### config.mk
export PLATFORM = sky130hd
export DESIGN_NAME = serial_command_line_shell_core
export DESIGN_NICKNAME = d
export VERILOG_FILES = /design/src/design/scls_pkg.sv /design/src/design/scls_front.sv /design/src/design/scls_queue.sv /design/src/design/scls_back.sv /design/src/design/serial_command_line_shell_core.sv
export SDC_FILE = /design/constraint.sdc
export NUM_CORES = 1
export LEC_CHECK = 0
export ABC_AREA = 1
export BUFFER_PORTS_ARGS = -buffer_cell sky130_fd_sc_hd__buf_2
export CORE_ASPECT_RATIO = 1.1
export CORE_UTILIZATION = 25
export CTS_CLUSTER_SIZE = 24
export DETAILED_ROUTE_END_ITERATION = 16
export GPL_TIMING_DRIVEN = 0
export MAX_ROUTING_LAYER = met4
export PLACE_DENSITY = 0.43
export SYNTH_ARGS = -nofsm -noshare
export SYNTH_HDL_FRONTEND = slang
export SYNTH_SLANG_ARGS = --single-unit
### constraint.sdc
create_clock -name clock -period 4 [get_ports clock]
set_clock_uncertainty 0.2 [all_clocks]
set_input_delay 0.6 -clock clock [delete_from_list [all_inputs] [get_ports clock]]
set_output_delay 0.6 -clock clock [all_outputs]
set_load 0.02 [all_outputs]
### src/design/scls_pkg.sv
// ----------------------------------------------------------------------------
// scls_pkg
// shared types, message codes and character tables for the serial shell core
// ----------------------------------------------------------------------------
package scls_pkg;

   localparam int LINE_CAPACITY_DEF = 128;
   localparam int HEAD_DEPTH        = 8;
   localparam int ID_W              = 56;

   // message codes carried from the front end to the back end
   localparam logic [2:0] MSG_ECHO    = 3'd0;
   localparam logic [2:0] MSG_PROMPT  = 3'd1;
   localparam logic [2:0] MSG_CRLF    = 3'd2;
   localparam logic [2:0] MSG_CRLF_PR = 3'd3;
   localparam logic [2:0] MSG_SHOWID  = 3'd4;
   localparam logic [2:0] MSG_UNKNOWN = 3'd5;

   localparam logic [7:0] CHAR_CR     = 8'h0D;
   localparam logic [7:0] CHAR_LF     = 8'h0A;
   localparam logic [7:0] CHAR_PROMPT = 8'h3E;
   localparam logic [7:0] CHAR_BS     = 8'h7F;
   localparam logic [7:0] CHAR_QUIT   = 8'h71;

   localparam logic [8*15-1:0] UNKNOWN_TEXT = "Unknown Command";

   typedef struct packed {
      logic [2:0] kind;
      logic [7:0] data;
      logic       led;
      logic       samp;
   } scls_entry_type;

   function automatic logic [4:0] msg_len(input logic [2:0] kind);
      logic [4:0] n;
      unique case (kind)
         MSG_ECHO:    n = 5'd1;
         MSG_PROMPT:  n = 5'd1;
         MSG_CRLF:    n = 5'd2;
         MSG_CRLF_PR: n = 5'd3;
         MSG_SHOWID:  n = 5'd12;
         MSG_UNKNOWN: n = 5'd20;
         default:     n = 5'd1;
      endcase
      return n;
   endfunction

   function automatic logic [7:0] msg_char(input logic [2:0]      kind,
                                           input logic [4:0]      idx,
                                           input logic [7:0]      data,
                                           input logic [ID_W-1:0] id);
      logic [7:0] c;
      logic [4:0] k;
      logic [4:0] t;
      k = idx - 5'd2;
      t = 5'd16 - idx;
      c = CHAR_PROMPT;
      if (kind == MSG_ECHO) begin
         c = data;
      end else if (kind == MSG_PROMPT) begin
         c = CHAR_PROMPT;
      end else if (idx == 5'd0) begin
         c = CHAR_CR;
      end else if (idx == 5'd1) begin
         c = CHAR_LF;
      end else if (kind == MSG_SHOWID) begin
         if (idx <= 5'd8) begin
            c = id[{k[2:0], 3'b000} +: 8];
         end else if (idx == 5'd9) begin
            c = CHAR_CR;
         end else if (idx == 5'd10) begin
            c = CHAR_LF;
         end
      end else if (kind == MSG_UNKNOWN) begin
         if (idx <= 5'd16) begin
            c = UNKNOWN_TEXT[{t[3:0], 3'b000} +: 8];
         end else if (idx == 5'd17) begin
            c = CHAR_CR;
         end else if (idx == 5'd18) begin
            c = CHAR_LF;
         end
      end
      return c;
   endfunction

endpackage

### src/design/scls_front.sv
// ----------------------------------------------------------------------------
// scls_front
// line editor and command decoder; turns each accepted byte into at most one queued message
// ----------------------------------------------------------------------------
module scls_front
   import scls_pkg::*;
#(
   parameter int LINE_CAPACITY = LINE_CAPACITY_DEF
) (
   input  logic           clock,
   input  logic           reset,
   input  logic           req_valid,
   output logic           req_stall,
   input  logic [7:0]     req_rx_byte,
   input  logic           q_full,
   output logic           push,
   output scls_entry_type push_entry
);

   localparam int LEN_W = $clog2(LINE_CAPACITY);

   localparam logic [55:0] WORD_SHOWID = 56'h00_64_69_77_6f_68_73;
   localparam logic [47:0] WORD_LIGHT  = 48'h00_74_68_67_69_6c;
   localparam logic [55:0] WORD_LEDON  = 56'h00_6e_6f_20_64_65_6c;
   localparam logic [63:0] WORD_LEDOFF = 64'h00_66_66_6f_20_64_65_6c;

   logic [LEN_W-1:0] len_ff, len_in;
   logic [7:0]       head_ff [HEAD_DEPTH];
   logic [7:0]       head_in [HEAD_DEPTH];
   logic             samp_ff, samp_in;
   logic             led_ff, led_in;
   logic [63:0]      line_vec;
   logic             accept;
   logic             len_small;
   logic [LEN_W-1:0] len_dec;

   assign req_stall = q_full;
   assign accept    = req_valid && !q_full;
   assign len_small = len_ff < LEN_W'(HEAD_DEPTH);
   assign len_dec   = len_ff - LEN_W'(1);

   always_comb begin
      for (int i = 0; i < HEAD_DEPTH; i++) begin
         line_vec[8*i +: 8] = (LEN_W'(i) < len_ff) ? head_ff[i] : 8'h00;
      end
   end

   always_comb begin
      len_in  = len_ff;
      head_in = head_ff;
      samp_in = samp_ff;
      led_in  = led_ff;
      push    = 1'b0;
      push_entry.kind = MSG_ECHO;
      push_entry.data = req_rx_byte;
      if (accept) begin
         if (samp_ff) begin
            if (req_rx_byte == CHAR_QUIT) begin
               push            = 1'b1;
               push_entry.kind = MSG_PROMPT;
               samp_in         = 1'b0;
            end
         end else if (req_rx_byte == CHAR_CR || req_rx_byte == CHAR_LF) begin
            push = 1'b1;
            if (line_vec[55:0] == WORD_SHOWID) begin
               push_entry.kind = MSG_SHOWID;
            end else if (line_vec[47:0] == WORD_LIGHT) begin
               push_entry.kind = MSG_CRLF;
               samp_in         = 1'b1;
            end else if (line_vec[55:0] == WORD_LEDON) begin
               push_entry.kind = MSG_CRLF_PR;
               led_in          = 1'b1;
            end else if (line_vec == WORD_LEDOFF) begin
               push_entry.kind = MSG_CRLF_PR;
               led_in          = 1'b0;
            end else if (len_ff == '0) begin
               push_entry.kind = MSG_CRLF_PR;
            end else begin
               push_entry.kind = MSG_UNKNOWN;
            end
            len_in = '0;
            for (int i = 0; i < HEAD_DEPTH; i++) begin
               head_in[i] = 8'h00;
            end
         end else if (req_rx_byte == CHAR_BS) begin
            if (len_ff != '0) begin
               push   = 1'b1;
               len_in = len_dec;
               if (len_dec < LEN_W'(HEAD_DEPTH)) begin
                  head_in[len_dec[2:0]] = 8'h00;
               end
            end
         end else begin
            push = 1'b1;
            if (len_ff < LEN_W'(LINE_CAPACITY - 1)) begin
               if (len_small) begin
                  head_in[len_ff[2:0]] = req_rx_byte;
               end
               len_in = len_ff + LEN_W'(1);
            end
         end
      end
      push_entry.led  = led_in;
      push_entry.samp = samp_in;
   end

   always_ff @(posedge clock) begin
      if (reset) begin
         len_ff  <= '0;
         samp_ff <= 1'b0;
         led_ff  <= 1'b0;
         for (int i = 0; i < HEAD_DEPTH; i++) begin
            head_ff[i] <= 8'h00;
         end
      end else begin
         len_ff  <= len_in;
         samp_ff <= samp_in;
         led_ff  <= led_in;
         head_ff <= head_in;
      end
   end

endmodule

### src/design/scls_queue.sv
// ----------------------------------------------------------------------------
// scls_queue
// two-entry message queue between the line editor and the transmitter
// ----------------------------------------------------------------------------
module scls_queue
   import scls_pkg::*;
(
   input  logic           clock,
   input  logic           reset,
   input  logic           push,
   input  scls_entry_type push_entry,
   input  logic           pop,
   output scls_entry_type head_entry,
   output logic           full,
   output logic           empty
);

   scls_entry_type slot_ff [2];
   logic           wr_ff, wr_in;
   logic           rd_ff, rd_in;
   logic [1:0]     cnt_ff, cnt_in;

   assign full       = cnt_ff == 2'd2;
   assign empty      = cnt_ff == 2'd0;
   assign head_entry = slot_ff[rd_ff];

   always_comb begin
      wr_in  = push ? !wr_ff : wr_ff;
      rd_in  = pop ? !rd_ff : rd_ff;
      cnt_in = cnt_ff + {1'b0, push} - {1'b0, pop};
   end

   always_ff @(posedge clock) begin
      if (reset) begin
         wr_ff  <= 1'b0;
         rd_ff  <= 1'b0;
         cnt_ff <= 2'd0;
      end else begin
         wr_ff  <= wr_in;
         rd_ff  <= rd_in;
         cnt_ff <= cnt_in;
      end
   end

   always_ff @(posedge clock) begin
      if (push) begin
         slot_ff[wr_ff] <= push_entry;
      end
   end

endmodule

### src/design/scls_back.sv
// ----------------------------------------------------------------------------
// scls_back
// message sequencer; sends the characters of one message per item
// ----------------------------------------------------------------------------
module scls_back
   import scls_pkg::*;
(
   input  logic            clock,
   input  logic            reset,
   input  logic            q_empty,
   input  scls_entry_type  q_head,
   output logic            pop,
   input  logic [ID_W-1:0] id_text,
   output logic            rsp_valid,
   input  logic            rsp_stall,
   output logic [7:0]      rsp_tx_byte,
   output logic            rsp_last,
   output logic            rsp_led_on,
   output logic            rsp_sampling_on
);

   scls_entry_type cur_ff, cur_in;
   logic           cur_valid_ff, cur_valid_in;
   logic [4:0]     idx_ff, idx_in;
   logic           valid_ff, valid_in;
   logic [7:0]     tx_ff, tx_in;
   logic           last_ff, last_in;
   logic           led_ff, led_in;
   logic           samp_ff, samp_in;
   logic           load;
   logic           is_last;

   assign pop     = !cur_valid_ff && !q_empty;
   assign load    = cur_valid_ff && (!valid_ff || !rsp_stall);
   assign is_last = idx_ff == (msg_len(cur_ff.kind) - 5'd1);

   always_comb begin
      cur_in       = cur_ff;
      cur_valid_in = cur_valid_ff;
      idx_in       = idx_ff;
      valid_in     = valid_ff;
      tx_in        = tx_ff;
      last_in      = last_ff;
      led_in       = led_ff;
      samp_in      = samp_ff;
      if (pop) begin
         cur_in       = q_head;
         cur_valid_in = 1'b1;
         idx_in       = 5'd0;
      end
      if (load) begin
         valid_in = 1'b1;
         tx_in    = msg_char(cur_ff.kind, idx_ff, cur_ff.data, id_text);
         last_in  = is_last;
         led_in   = cur_ff.led;
         samp_in  = cur_ff.samp;
         if (is_last) begin
            cur_valid_in = 1'b0;
         end else begin
            idx_in = idx_ff + 5'd1;
         end
      end else if (valid_ff && !rsp_stall) begin
         valid_in = 1'b0;
      end
   end

   always_ff @(posedge clock) begin
      if (reset) begin
         cur_valid_ff <= 1'b0;
         valid_ff     <= 1'b0;
         idx_ff       <= 5'd0;
      end else begin
         cur_valid_ff <= cur_valid_in;
         valid_ff     <= valid_in;
         idx_ff       <= idx_in;
      end
   end

   always_ff @(posedge clock) begin
      cur_ff  <= cur_in;
      tx_ff   <= tx_in;
      last_ff <= last_in;
      led_ff  <= led_in;
      samp_ff <= samp_in;
   end

   assign rsp_valid       = valid_ff;
   assign rsp_tx_byte     = tx_ff;
   assign rsp_last        = last_ff;
   assign rsp_led_on      = led_ff;
   assign rsp_sampling_on = samp_ff;

endmodule

### src/design/serial_command_line_shell_core.sv
// ----------------------------------------------------------------------------
// serial_command_line_shell_core
// serial shell: line editing, command decode and reply generation
// path: an item taken passes the queue slot, the current-message register and the tx register before rsp
// throughput: one character per cycle while rsp_stall is low, plus a load step per message, so an
// item with n reply characters (1 to 20) holds the back end for its n characters and one load step
// a two-entry message queue lets new items be taken while replies drain
// reset: synchronous, clears the line, led level, sampling mode and id register
// ----------------------------------------------------------------------------
module serial_command_line_shell_core
   import scls_pkg::*;
#(
   parameter int LINE_CAPACITY = LINE_CAPACITY_DEF
) (
   input  logic            clock,
   input  logic            reset,
   input  logic            req_valid,
   output logic            req_stall,
   input  logic [7:0]      req_rx_byte,
   output logic            rsp_valid,
   input  logic            rsp_stall,
   output logic [7:0]      rsp_tx_byte,
   output logic            rsp_last,
   output logic            rsp_led_on,
   output logic            rsp_sampling_on,
   input  logic            csr_valid,
   output logic            csr_ready,
   input  logic [ID_W-1:0] csr_id_text
);

   logic [ID_W-1:0] id_ff;
   logic            push;
   scls_entry_type  push_entry;
   scls_entry_type  q_head;
   logic            q_full;
   logic            q_empty;
   logic            pop;

   assign csr_ready = 1'b1;

   always_ff @(posedge clock) begin
      if (reset) begin
         id_ff <= '0;
      end else if (csr_valid) begin
         id_ff <= csr_id_text;
      end
   end

   scls_front #(
      .LINE_CAPACITY(LINE_CAPACITY)
   ) u_front (
      .clock      (clock),
      .reset      (reset),
      .req_valid  (req_valid),
      .req_stall  (req_stall),
      .req_rx_byte(req_rx_byte),
      .q_full     (q_full),
      .push       (push),
      .push_entry (push_entry)
   );

   scls_queue u_queue (
      .clock     (clock),
      .reset     (reset),
      .push      (push),
      .push_entry(push_entry),
      .pop       (pop),
      .head_entry(q_head),
      .full      (q_full),
      .empty     (q_empty)
   );

   scls_back u_back (
      .clock          (clock),
      .reset          (reset),
      .q_empty        (q_empty),
      .q_head         (q_head),
      .pop            (pop),
      .id_text        (id_ff),
      .rsp_valid      (rsp_valid),
      .rsp_stall      (rsp_stall),
      .rsp_tx_byte    (rsp_tx_byte),
      .rsp_last       (rsp_last),
      .rsp_led_on     (rsp_led_on),
      .rsp_sampling_on(rsp_sampling_on)
   );

endmodule

Word-level counts from Yosys, hierarchy flattened
Memory sizes are Yosys's and may differ from the RTL's. A register that Yosys moved wholly into a read port is not among the register bits.
Cells that the tools add are included.
{"block": "totals", "n_memories": 1, "ramBits": 26, "ff_bits": 151, "in_bits": 69, "out_inout_bits": 14}
{"memory": "u_queue.slot_ff", "words": 2, "width": 13, "read_ports": 1, "rd_ports_with_merged_regs": 1, "write_ports": 1, "line_no": "scls_queue.sv:18", "source": "scls_entry_type slot_ff [2];"}
{"block": "op_classes", "add_sub_neg": 8, "magnitude_cmp": 17, "shifts": 2, "n_eq_ne": 22, "bitwise_logic": 5, "muxes": 74, "n_reduce_logical": 25}
{"op": "$mux W64", "n": 6}
{"op": "$mux W8", "n": 20}
{"op": "$shiftx A120 B8 Y8 const A", "n": 1}
{"op": "$eq A56 B47 Y1 const B", "n": 2}
{"op": "$and A64 B64 Y64", "n": 1}
{"op": "$bwmux W64", "n": 1}
{"op": "$eq A64 B55 Y1 const B", "n": 1}
{"op": "$not A64 Y64", "n": 1}
{"op": "$shiftx A56 B7 Y8", "n": 1}
{"op": "$demux W8 S3", "n": 2}
{"op": "$eq A48 B39 Y1 const B", "n": 1}
{"op": "$lt A3 B7 Y1 const A", "n": 4}
{"op": "$mux W7", "n": 4}
{"op": "$mux W1", "n": 27}
{"op": "$mux W3", "n": 8}
{"op": "$pmux W5 S4", "n": 1}
{"op": "$eq A8 B4 Y1 const B", "n": 2}
{"op": "$eq A8 B7 Y1 const B", "n": 2}
{"op": "$mux W5", "n": 3}
{"op": "$lt A1 B7 Y1 const A", "n": 2}
{"op": "$lt A2 B7 Y1 const A", "n": 2}
{"op": "$lt A7 B4 Y1 const B", "n": 2}
{"op": "$mux W6", "n": 2}
{"op": "$eq A5 B4 Y1 const B", "n": 2}
{"op": "other kinds (35)", "n": 55}

Depth between registers and ports, before layout
{"block": "depth", "depth_word": 12, "mapped_depth": 20, "depth_no_buf": 17}

Modules after synthesis
From an unflattened synthesis, not the netlist that was laid out.
{"block": "unflattened", "hier_cells": 1455, "area_unflattened_um2": 10304.9}
{"mod": "scls_front", "cells_each": 666, "instances": 1, "area_each_um2": 4342.9}
{"mod": "scls_back", "cells_each": 361, "instances": 1, "area_each_um2": 2483.6}
{"mod": "serial_command_line_shell_core", "cells_each": 357, "instances": 1, "area_each_um2": 2278.4}
{"mod": "scls_queue", "cells_each": 71, "instances": 1, "area_each_um2": 1199.9}

Worst setup path after synthesis
OpenSTA, ideal clock, no wires.
{"block": "synth_timing", "path_type": "reg2reg", "from": "reg u_front.len_ff[0]", "to": "reg u_front.head_ff[56] (netlist bit)", "path_slack_ns": 1.188, "t_required_ns": 3.672, "n_path_buf": 3, "arrival_time_ns": 2.485, "path_stages_with_launch": 15, "cell_sequence": "dfxtp_1 -> buf_2 -> inv_1 -> clkbuf_1 -> ha_1 -> nand2_1 -> nor3_1 -> nand2_1 -> nand2_1 -> nand3_2 -> o21ai_4 -> nand3_4 -> buf_6 -> o21ai_1 -> nor2_1"}
{"block": "synth_via", "elab_chain_cells": 12, "word_cells_on_any_way": 31, "classes_between": "add/sub (1); order compare (7); eq/ne (2); mux (11); bitwise (4); reduce/logical (6)"}
{"element": "start, declared", "line_no": "scls_front.sv:27", "source": "logic [LEN_W-1:0] len_ff, len_in;"}
{"element": "start signal, assigned", "line_no": "scls_front.sv:116", "source": "len_ff <= len_in;"}
{"element": "$sub A7 B1 Y7", "line_no": "scls_front.sv:40", "source": "assign len_dec = len_ff - LEN_W'(1);"}
{"element": "$not A3 Y4 (implied by the code)", "line_no": "scls_front.sv:90", "source": "head_in[len_dec[2:0]] = 8'h00;"}
{"element": "$ge A4 B4 Y1 (implied by the code) or $lt A4 B1 Y1 (tied branches)", "line_no": "scls_front.sv:90"}
{"element": "$logic_and A1 B1 Y1 (implied by the code)", "line_no": "scls_front.sv:90"}
{"element": "$mux W8 (implied by the code)", "line_no": "scls_front.sv:90"}
{"element": "$demux W8 S3", "line_no": "scls_front.sv:90"}
{"element": "$not A64 Y64 (no line)"}
{"element": "$and A64 B64 Y64 (no line)"}
{"element": "$mux W64", "line_no": "scls_front.sv:89", "source": "if (len_dec < LEN_W'(HEAD_DEPTH)) begin"}
{"element": "$mux W64", "line_no": "scls_front.sv:86", "source": "if (len_ff != '0) begin"}
{"element": "$mux W64", "line_no": "scls_front.sv:85", "source": "end else if (req_rx_byte == CHAR_BS) begin"}
{"element": "$mux W64", "line_no": "scls_front.sv:63", "source": "end else if (req_rx_byte == CHAR_CR || req_rx_byte == CHAR_LF) begin"}
{"element": "end signal, assigned", "line_no": "scls_front.sv:119", "source": "head_ff <= head_in;"}
{"element": "end, declared", "line_no": "scls_front.sv:28", "source": "logic [7:0] head_ff [HEAD_DEPTH];"}
Parallel ways exist; a longest one is shown, timed or not. The select of a mux whose other input is x is not followed.
A chain may end at the register's enable or synchronous reset.

Final worst setup path
{"block": "layout_timing", "from": "reg u_back.idx_ff[0]", "to": "reg u_back.tx_ff[3], in the netlist u_back.rsp_tx_byte[3] (data pin)"}
{"block": "layout_via", "elab_chain_cells": 9, "word_cells_on_any_way": 20, "classes_between": "add/sub (2); order compare (2); eq/ne (3); shift (2); mux (10); reduce/logical (1)"}
{"element": "start, declared", "line_no": "scls_back.sv:24", "source": "logic [4:0] idx_ff, idx_in;"}
{"element": "start signal, assigned", "line_no": "scls_back.sv:75", "source": "idx_ff <= idx_in;"}
{"element": "$sub A1 B4 Y4 or $eq A5 B5 Y1 (tied branches)", "line_no": "scls_pkg.sv:56, scls_pkg.sv:77"}
{"element": "$shiftx A120 B8 Y8 or $mux W8 (tied branches)", "line_no": "scls_pkg.sv:76, scls_pkg.sv:77"}
{"element": "$mux W8", "line_no": "scls_pkg.sv:75", "source": "if (idx <= 5'd16) begin"}
{"element": "$mux W8", "line_no": "scls_pkg.sv:74", "source": "end else if (kind == MSG_UNKNOWN) begin"}
{"element": "$mux W8", "line_no": "scls_pkg.sv:66", "source": "end else if (kind == MSG_SHOWID) begin"}
{"element": "$mux W8", "line_no": "scls_pkg.sv:64", "source": "end else if (idx == 5'd1) begin"}
{"element": "$mux W8 (*)", "line_no": "scls_pkg.sv:62", "source": "end else if (idx == 5'd0) begin"}
{"element": "$mux W8 (*)", "line_no": "scls_pkg.sv:60", "source": "end else if (kind == MSG_PROMPT) begin"}
{"element": "$mux W8 (*)", "line_no": "scls_pkg.sv:58", "source": "if (kind == MSG_ECHO) begin"}
{"element": "end signal, assigned", "line_no": "scls_back.sv:81", "source": "tx_ff <= tx_in;"}
{"element": "end, declared", "line_no": "scls_back.sv:26", "source": "logic [7:0] tx_ff, tx_in;"}
Every way passes the cells marked *; elsewhere a longest branch is shown, timed or not.

==> flow_summary.html <==
<table>
<tr><th>Metric</th><th>Value</th></tr>
<tr><th colspan="2">Timing</th></tr>
<tr><td>Final critical-path share of the clock period</td><td>93.0%</td></tr>
<tr><td>Count of endpoints failing hold in the final timing report</td><td>0</td></tr>
<tr><td>Pins over their slew limit</td><td>0</td></tr>
<tr><td>Total negative slack for setup checks</td><td>0 ns</td></tr>
<tr><td>RSZ-0062 raised after global routing</td><td>no</td></tr>
<tr><td>Slew of the pin with the lowest slew margin</td><td>1.28 ns</td></tr>
<tr><td>Upper clock frequency limit</td><td>0.269 GHz</td></tr>
<tr><td>Headroom to the max-slew limit</td><td>14.3%</td></tr>
<tr><td>Minimum clock period after layout</td><td>between 3 and 4 ns</td></tr>
<tr><td>Final count of negative-setup-slack endpoints</td><td>0</td></tr>
<tr><td>Worst setup slack after layout</td><td>0.279 ns</td></tr>
<tr><th colspan="2">Clock network</th></tr>
<tr><td>Cell at the root of the clock tree</td><td>clkbuf_16</td></tr>
<tr><td>Cts hold-fix bufs</td><td>0</td></tr>
<tr><td>Sink count of the clock tree</td><td>190</td></tr>
<tr><td>Clock latency reported for the late side of the worst-skew pair</td><td>roughly 0.46 ns</td></tr>
<tr><td>Setup repair bufs after CTS</td><td>0</td></tr>
<tr><td>Number of gates given a new drive strength after cts</td><td>0</td></tr>
<tr><td>Number of H-tree branching levels</td><td>4</td></tr>
<tr><td>Clock tree from TritonCTS</td><td>done</td></tr>
<tr><td>Number of clock buffers inserted by TritonCTS</td><td>17</td></tr>
<tr><td>Clock input transition at the sequential cells of the worst setup and hold paths</td><td>0.07 ns</td></tr>
<tr><td>Maximum root-to-sink buffer count</td><td>2</td></tr>
<tr><th colspan="2">Place</th></tr>
<tr><td>Placed insts</td><td>about 2200</td></tr>
<tr><td>HPWL Detailed</td><td>between 20000 and 30000 um</td></tr>
<tr><td>Input/output buffers</td><td>80</td></tr>
<tr><td>RePlAce Congestion</td><td>0.887</td></tr>
<tr><td>Post-placement worst setup slack</td><td>0.260 ns</td></tr>
<tr><th colspan="2">Drt</th></tr>
<tr><td>Routed wire length</td><td>36500 um</td></tr>
<tr><td>Post-detailed-route count of antenna-violating nets</td><td>0</td></tr>
<tr><td>Via density per instance</td><td>4.61</td></tr>
<tr><td>Detailed Routing Iterations Pass 1</td><td>5</td></tr>
<tr><td>Total vias in the final route</td><td>10208</td></tr>
<tr><td>Number of DRC markers after the initial detailed-route iteration</td><td>597</td></tr>
<tr><td>Total DRC errors in the routed layout</td><td>0</td></tr>
<tr><td>Routed length per instance</td><td>16.5 um</td></tr>
<tr><th colspan="2">Critical path</th></tr>
<tr><td>CP Data Required Time</td><td>4.02 ns</td></tr>
<tr><td>Crit path capture type</td><td>flip-flop</td></tr>
<tr><td>Worst Setup Start Kind</td><td>flip-flop</td></tr>
<tr><td>Critical path, cell by cell</td><td>clkbuf_1 &gt; inv_1 &gt; clkbuf_1 &gt; clkbuf_1 &gt; ha_1 &gt; nand2_1 &gt; a21oi_1 &gt; nand3_1 &gt; nand2_1 &gt; nand3_1 &gt; o21ai_0 &gt; inv_1</td></tr>
<tr><td>Slowest cell on the critical path</td><td>clkbuf_1</td></tr>
<tr><td>Slowest cell delay on critical path</td><td>0.51 ns</td></tr>
<tr><td>Endpoint arrival time on the critical path</td><td>3.74 ns</td></tr>
<tr><td>Worst-path maximum fanout</td><td>12</td></tr>
<tr><td>Most frequent CP cell</td><td>clkbuf_1</td></tr>
<tr><td>Critical path type</td><td>reg -&gt; reg</td></tr>
<tr><th colspan="2">Yosys</th></tr>
<tr><td>Sequential cell area fraction in the yosys report</td><td>40.7%</td></tr>
<tr><td>Cell types occupying the most area after synthesis</td><td>dfxtp_1 (27%), edfxtp_1 (14%), nand2_1 (12%)</td></tr>
<tr><td>Synthesized instance count</td><td>1539</td></tr>
<tr><td>Post-synthesis cell type count</td><td>47</td></tr>
<tr><td>Share of flip-flops with an asynchronous set or reset</td><td>0%</td></tr>
<tr><td>Count of flip-flops with a built-in enable after synthesis</td><td>50</td></tr>
<tr><td>Post-synthesis register bit count</td><td>190</td></tr>
<tr><td>Portion of synthesized cell area occupied by the leading cell type</td><td>roughly a quarter</td></tr>
<tr><td>Count of warnings emitted by yosys</td><td>0</td></tr>
<tr><td>Biggest area consumer among synthesized cells</td><td>dfxtp_1</td></tr>
<tr><td>Dominant synthesized flop cell</td><td>dfxtp_1</td></tr>
<tr><td>Synth Net Count</td><td>1625</td></tr>
<tr><td>Cell with the most instances after synthesis</td><td>nand2_1</td></tr>
<tr><td>Ranking of synthesized cells by instance count</td><td>nand2_1 (347), nor2_1 (311), dfxtp_1 (140)</td></tr>
<tr><td>Combined area of all synthesized cells</td><td>between 10000 and 15000 sq um</td></tr>
<tr><td>Post-synthesis average cell area</td><td>6.87 sq um</td></tr>
<tr><th colspan="2">Floorplan</th></tr>
<tr><td>Die Ht</td><td>218 um</td></tr>
<tr><td>Die area</td><td>43100 sq um</td></tr>
<tr><td>Die Span X</td><td>198 um</td></tr>
<tr><td>I/O pins</td><td>83</td></tr>
<tr><td>Standard cell core area</td><td>41500 sq um</td></tr>
<tr><td>Initial Utilization</td><td>25.5%</td></tr>
<tr><td>Std cell rows</td><td>just under 80</td></tr>
<tr><th colspan="2">Cells and area</th></tr>
<tr><td>Count of inserted antenna diode cells</td><td>0</td></tr>
<tr><td>Number of standard cells in the layout, taps in and fillers out</td><td>2212</td></tr>
<tr><td>Area added between synthesis and finish</td><td>16.0%</td></tr>
<tr><td>Utilization after layout</td><td>a little under 30%</td></tr>
<tr><td>Fraction of layout instances using a drive strength above 1</td><td>roughly a tenth</td></tr>
<tr><td># nets final</td><td>1725</td></tr>
<tr><th colspan="2">Power and ir drop</th></tr>
<tr><td>Power per unit of standard cell area</td><td>roughly 540 nW/um^2</td></tr>
<tr><td>Worst voltage drop across the vdd grid</td><td>0.241 mV</td></tr>
<tr><td>Leak Pwr</td><td>5.36 nW</td></tr>
<tr><th colspan="2">Worst hold path</th></tr>
<tr><td>Class of the tightest hold or removal check</td><td>in -&gt; reg</td></tr>
<tr><th colspan="2">Global routing</th></tr>
<tr><td>Global-route wire length before repair</td><td>55700 um</td></tr>
<tr><td>Via count of the first global-routing pass</td><td>between 9000 and 10000</td></tr>
<tr><td>Largest net degree at the start of global routing</td><td>18</td></tr>
<tr><td>Tot GR Track Use</td><td>17.7%</td></tr>
<tr><td>Congestion Overflow GR</td><td>0</td></tr>
<tr><td>Number of antenna violations at the first check in global routing</td><td>0</td></tr>
<tr><th colspan="2">Job</th></tr>
<tr><td>Max-capacitance violation count</td><td>0</td></tr>
<tr><th colspan="2">Run status</th></tr>
<tr><td>Status</td><td>finished, final reports clean</td></tr>
</table>
area by class of cell:
cell class                 count  area [sq um]
buffer                        74           364
clock buffer                  20           437
clock inverter                12           135
fill                        4624         29200
inverter                     146           553
multi-input combinational   1129          5360
sequential                   190          4300
tap                          560           701
timing repair buffer          81           412
through the flow:
step	hold WS, ns	instance area [sq um]	power (mW)
global placement	0.202	11700	4.90
global route	0.152	12300	7.03
detailed placement	0.209	11700	4.90
CTS	0.142	12300	6.65
finish	0.163	12300	6.59
floorplan	0.200	10600	4.14
power breakdown:
group          total [mW]  internal, mW  switching (mW)
clock network        1.73         0.927           0.806
logic                2.35         0.701            1.65
registers            2.50          2.34           0.165
cell usage in the layout (no fill, tap or decap), types with 3 or more instances in the layout:
master / Yosys / layout
nand3_1: 119 / 119
clkbuf_16: 0 / 17
buf_2: 9 / 89
a31oi_1: 7 / 7
nand2_1: 347 / 347
clkbuf_1: 51 / 54
o211ai_1: 4 / 4
o31ai_1: 33 / 33
nand3b_1: 4 / 4
nor3_1: 13 / 13
inv_1: 134 / 134
o21ai_1: 6 / 6
inv_6: 0 / 3
xor2_1: 4 / 4
a21oi_1: 60 / 59
edfxtp_1: 50 / 50
nand4_1: 24 / 24
clkinv_1: 3 / 4
nand2_2: 3 / 3
nand3_4: 8 / 8
buf_1: 3 / 3
ha_1: 17 / 17
nor2_1: 311 / 311
a211oi_1: 5 / 5
o22ai_1: 3 / 3
xnor2_1: 4 / 4
or2_2: 3 / 3
o21ai_0: 133 / 133
dfxtp_1: 140 / 140
inv_2: 8 / 8
buf_6: 9 / 10
logic make-up (layout without fill, tap and decap cells):
group | Yosys count | count (layout) | share of synthesized area, %
simple gates | 842 | 842 | 33.9
xor+xnor | 8 | 8 | 0.663
other cells | 1 | 1 | 0.0355
compound gates | 261 | 261 | 14.0
fa+ha+maj | 17 | 17 | 2.01
buf+inv | 220 | 333 | 8.67
flops | 190 | 190 | 40.7
worst paths after layout:
check                    from                    end  slack, ns  cells after the start
min reg2reg  u_back.cur_ff[1]      u_back.rsp_led_on       0.23                      0
max          u_back.idx_ff[0]  u_back.rsp_tx_byte[3]       0.28                     12
max reg2reg  u_back.idx_ff[0]  u_back.rsp_tx_byte[3]       0.28                     12
min           csr_id_text[54]              id_ff[54]       0.16                      3
worst max-delay path: cells and delay by family (launching register included):
family / cells / cell delay, ns
flip-flops: 1 / 0.36
adder cells (fa/ha/maj): 1 / 0.30
AO/OA/AOI/OAI: 2 / 0.61
buffers and inverters: 5 / 1.43
AND/OR/NAND/NOR: 4 / 0.56
sequential cells by signal, summed over array words and instances, names as in the netlist, 2 cells and up:
name,flops
u_queue.cnt_ff,2
u_front.head_ff,64
id_ff,56
u_back.idx_ff,5
u_back.rsp_tx_byte,8
u_queue.slot_ff,26
u_front.len_ff,7
u_back.cur_ff,13
metal layers:
metal	share of wire (%)	wire [um]	GRT usage, %
met5	0	0	-
met4	3.3	1190	7.08
met3	3.9	1410	2.86
met2	48	17600	29.5
met1	45	16400	21.2
(Power assumes the default switching activity.)
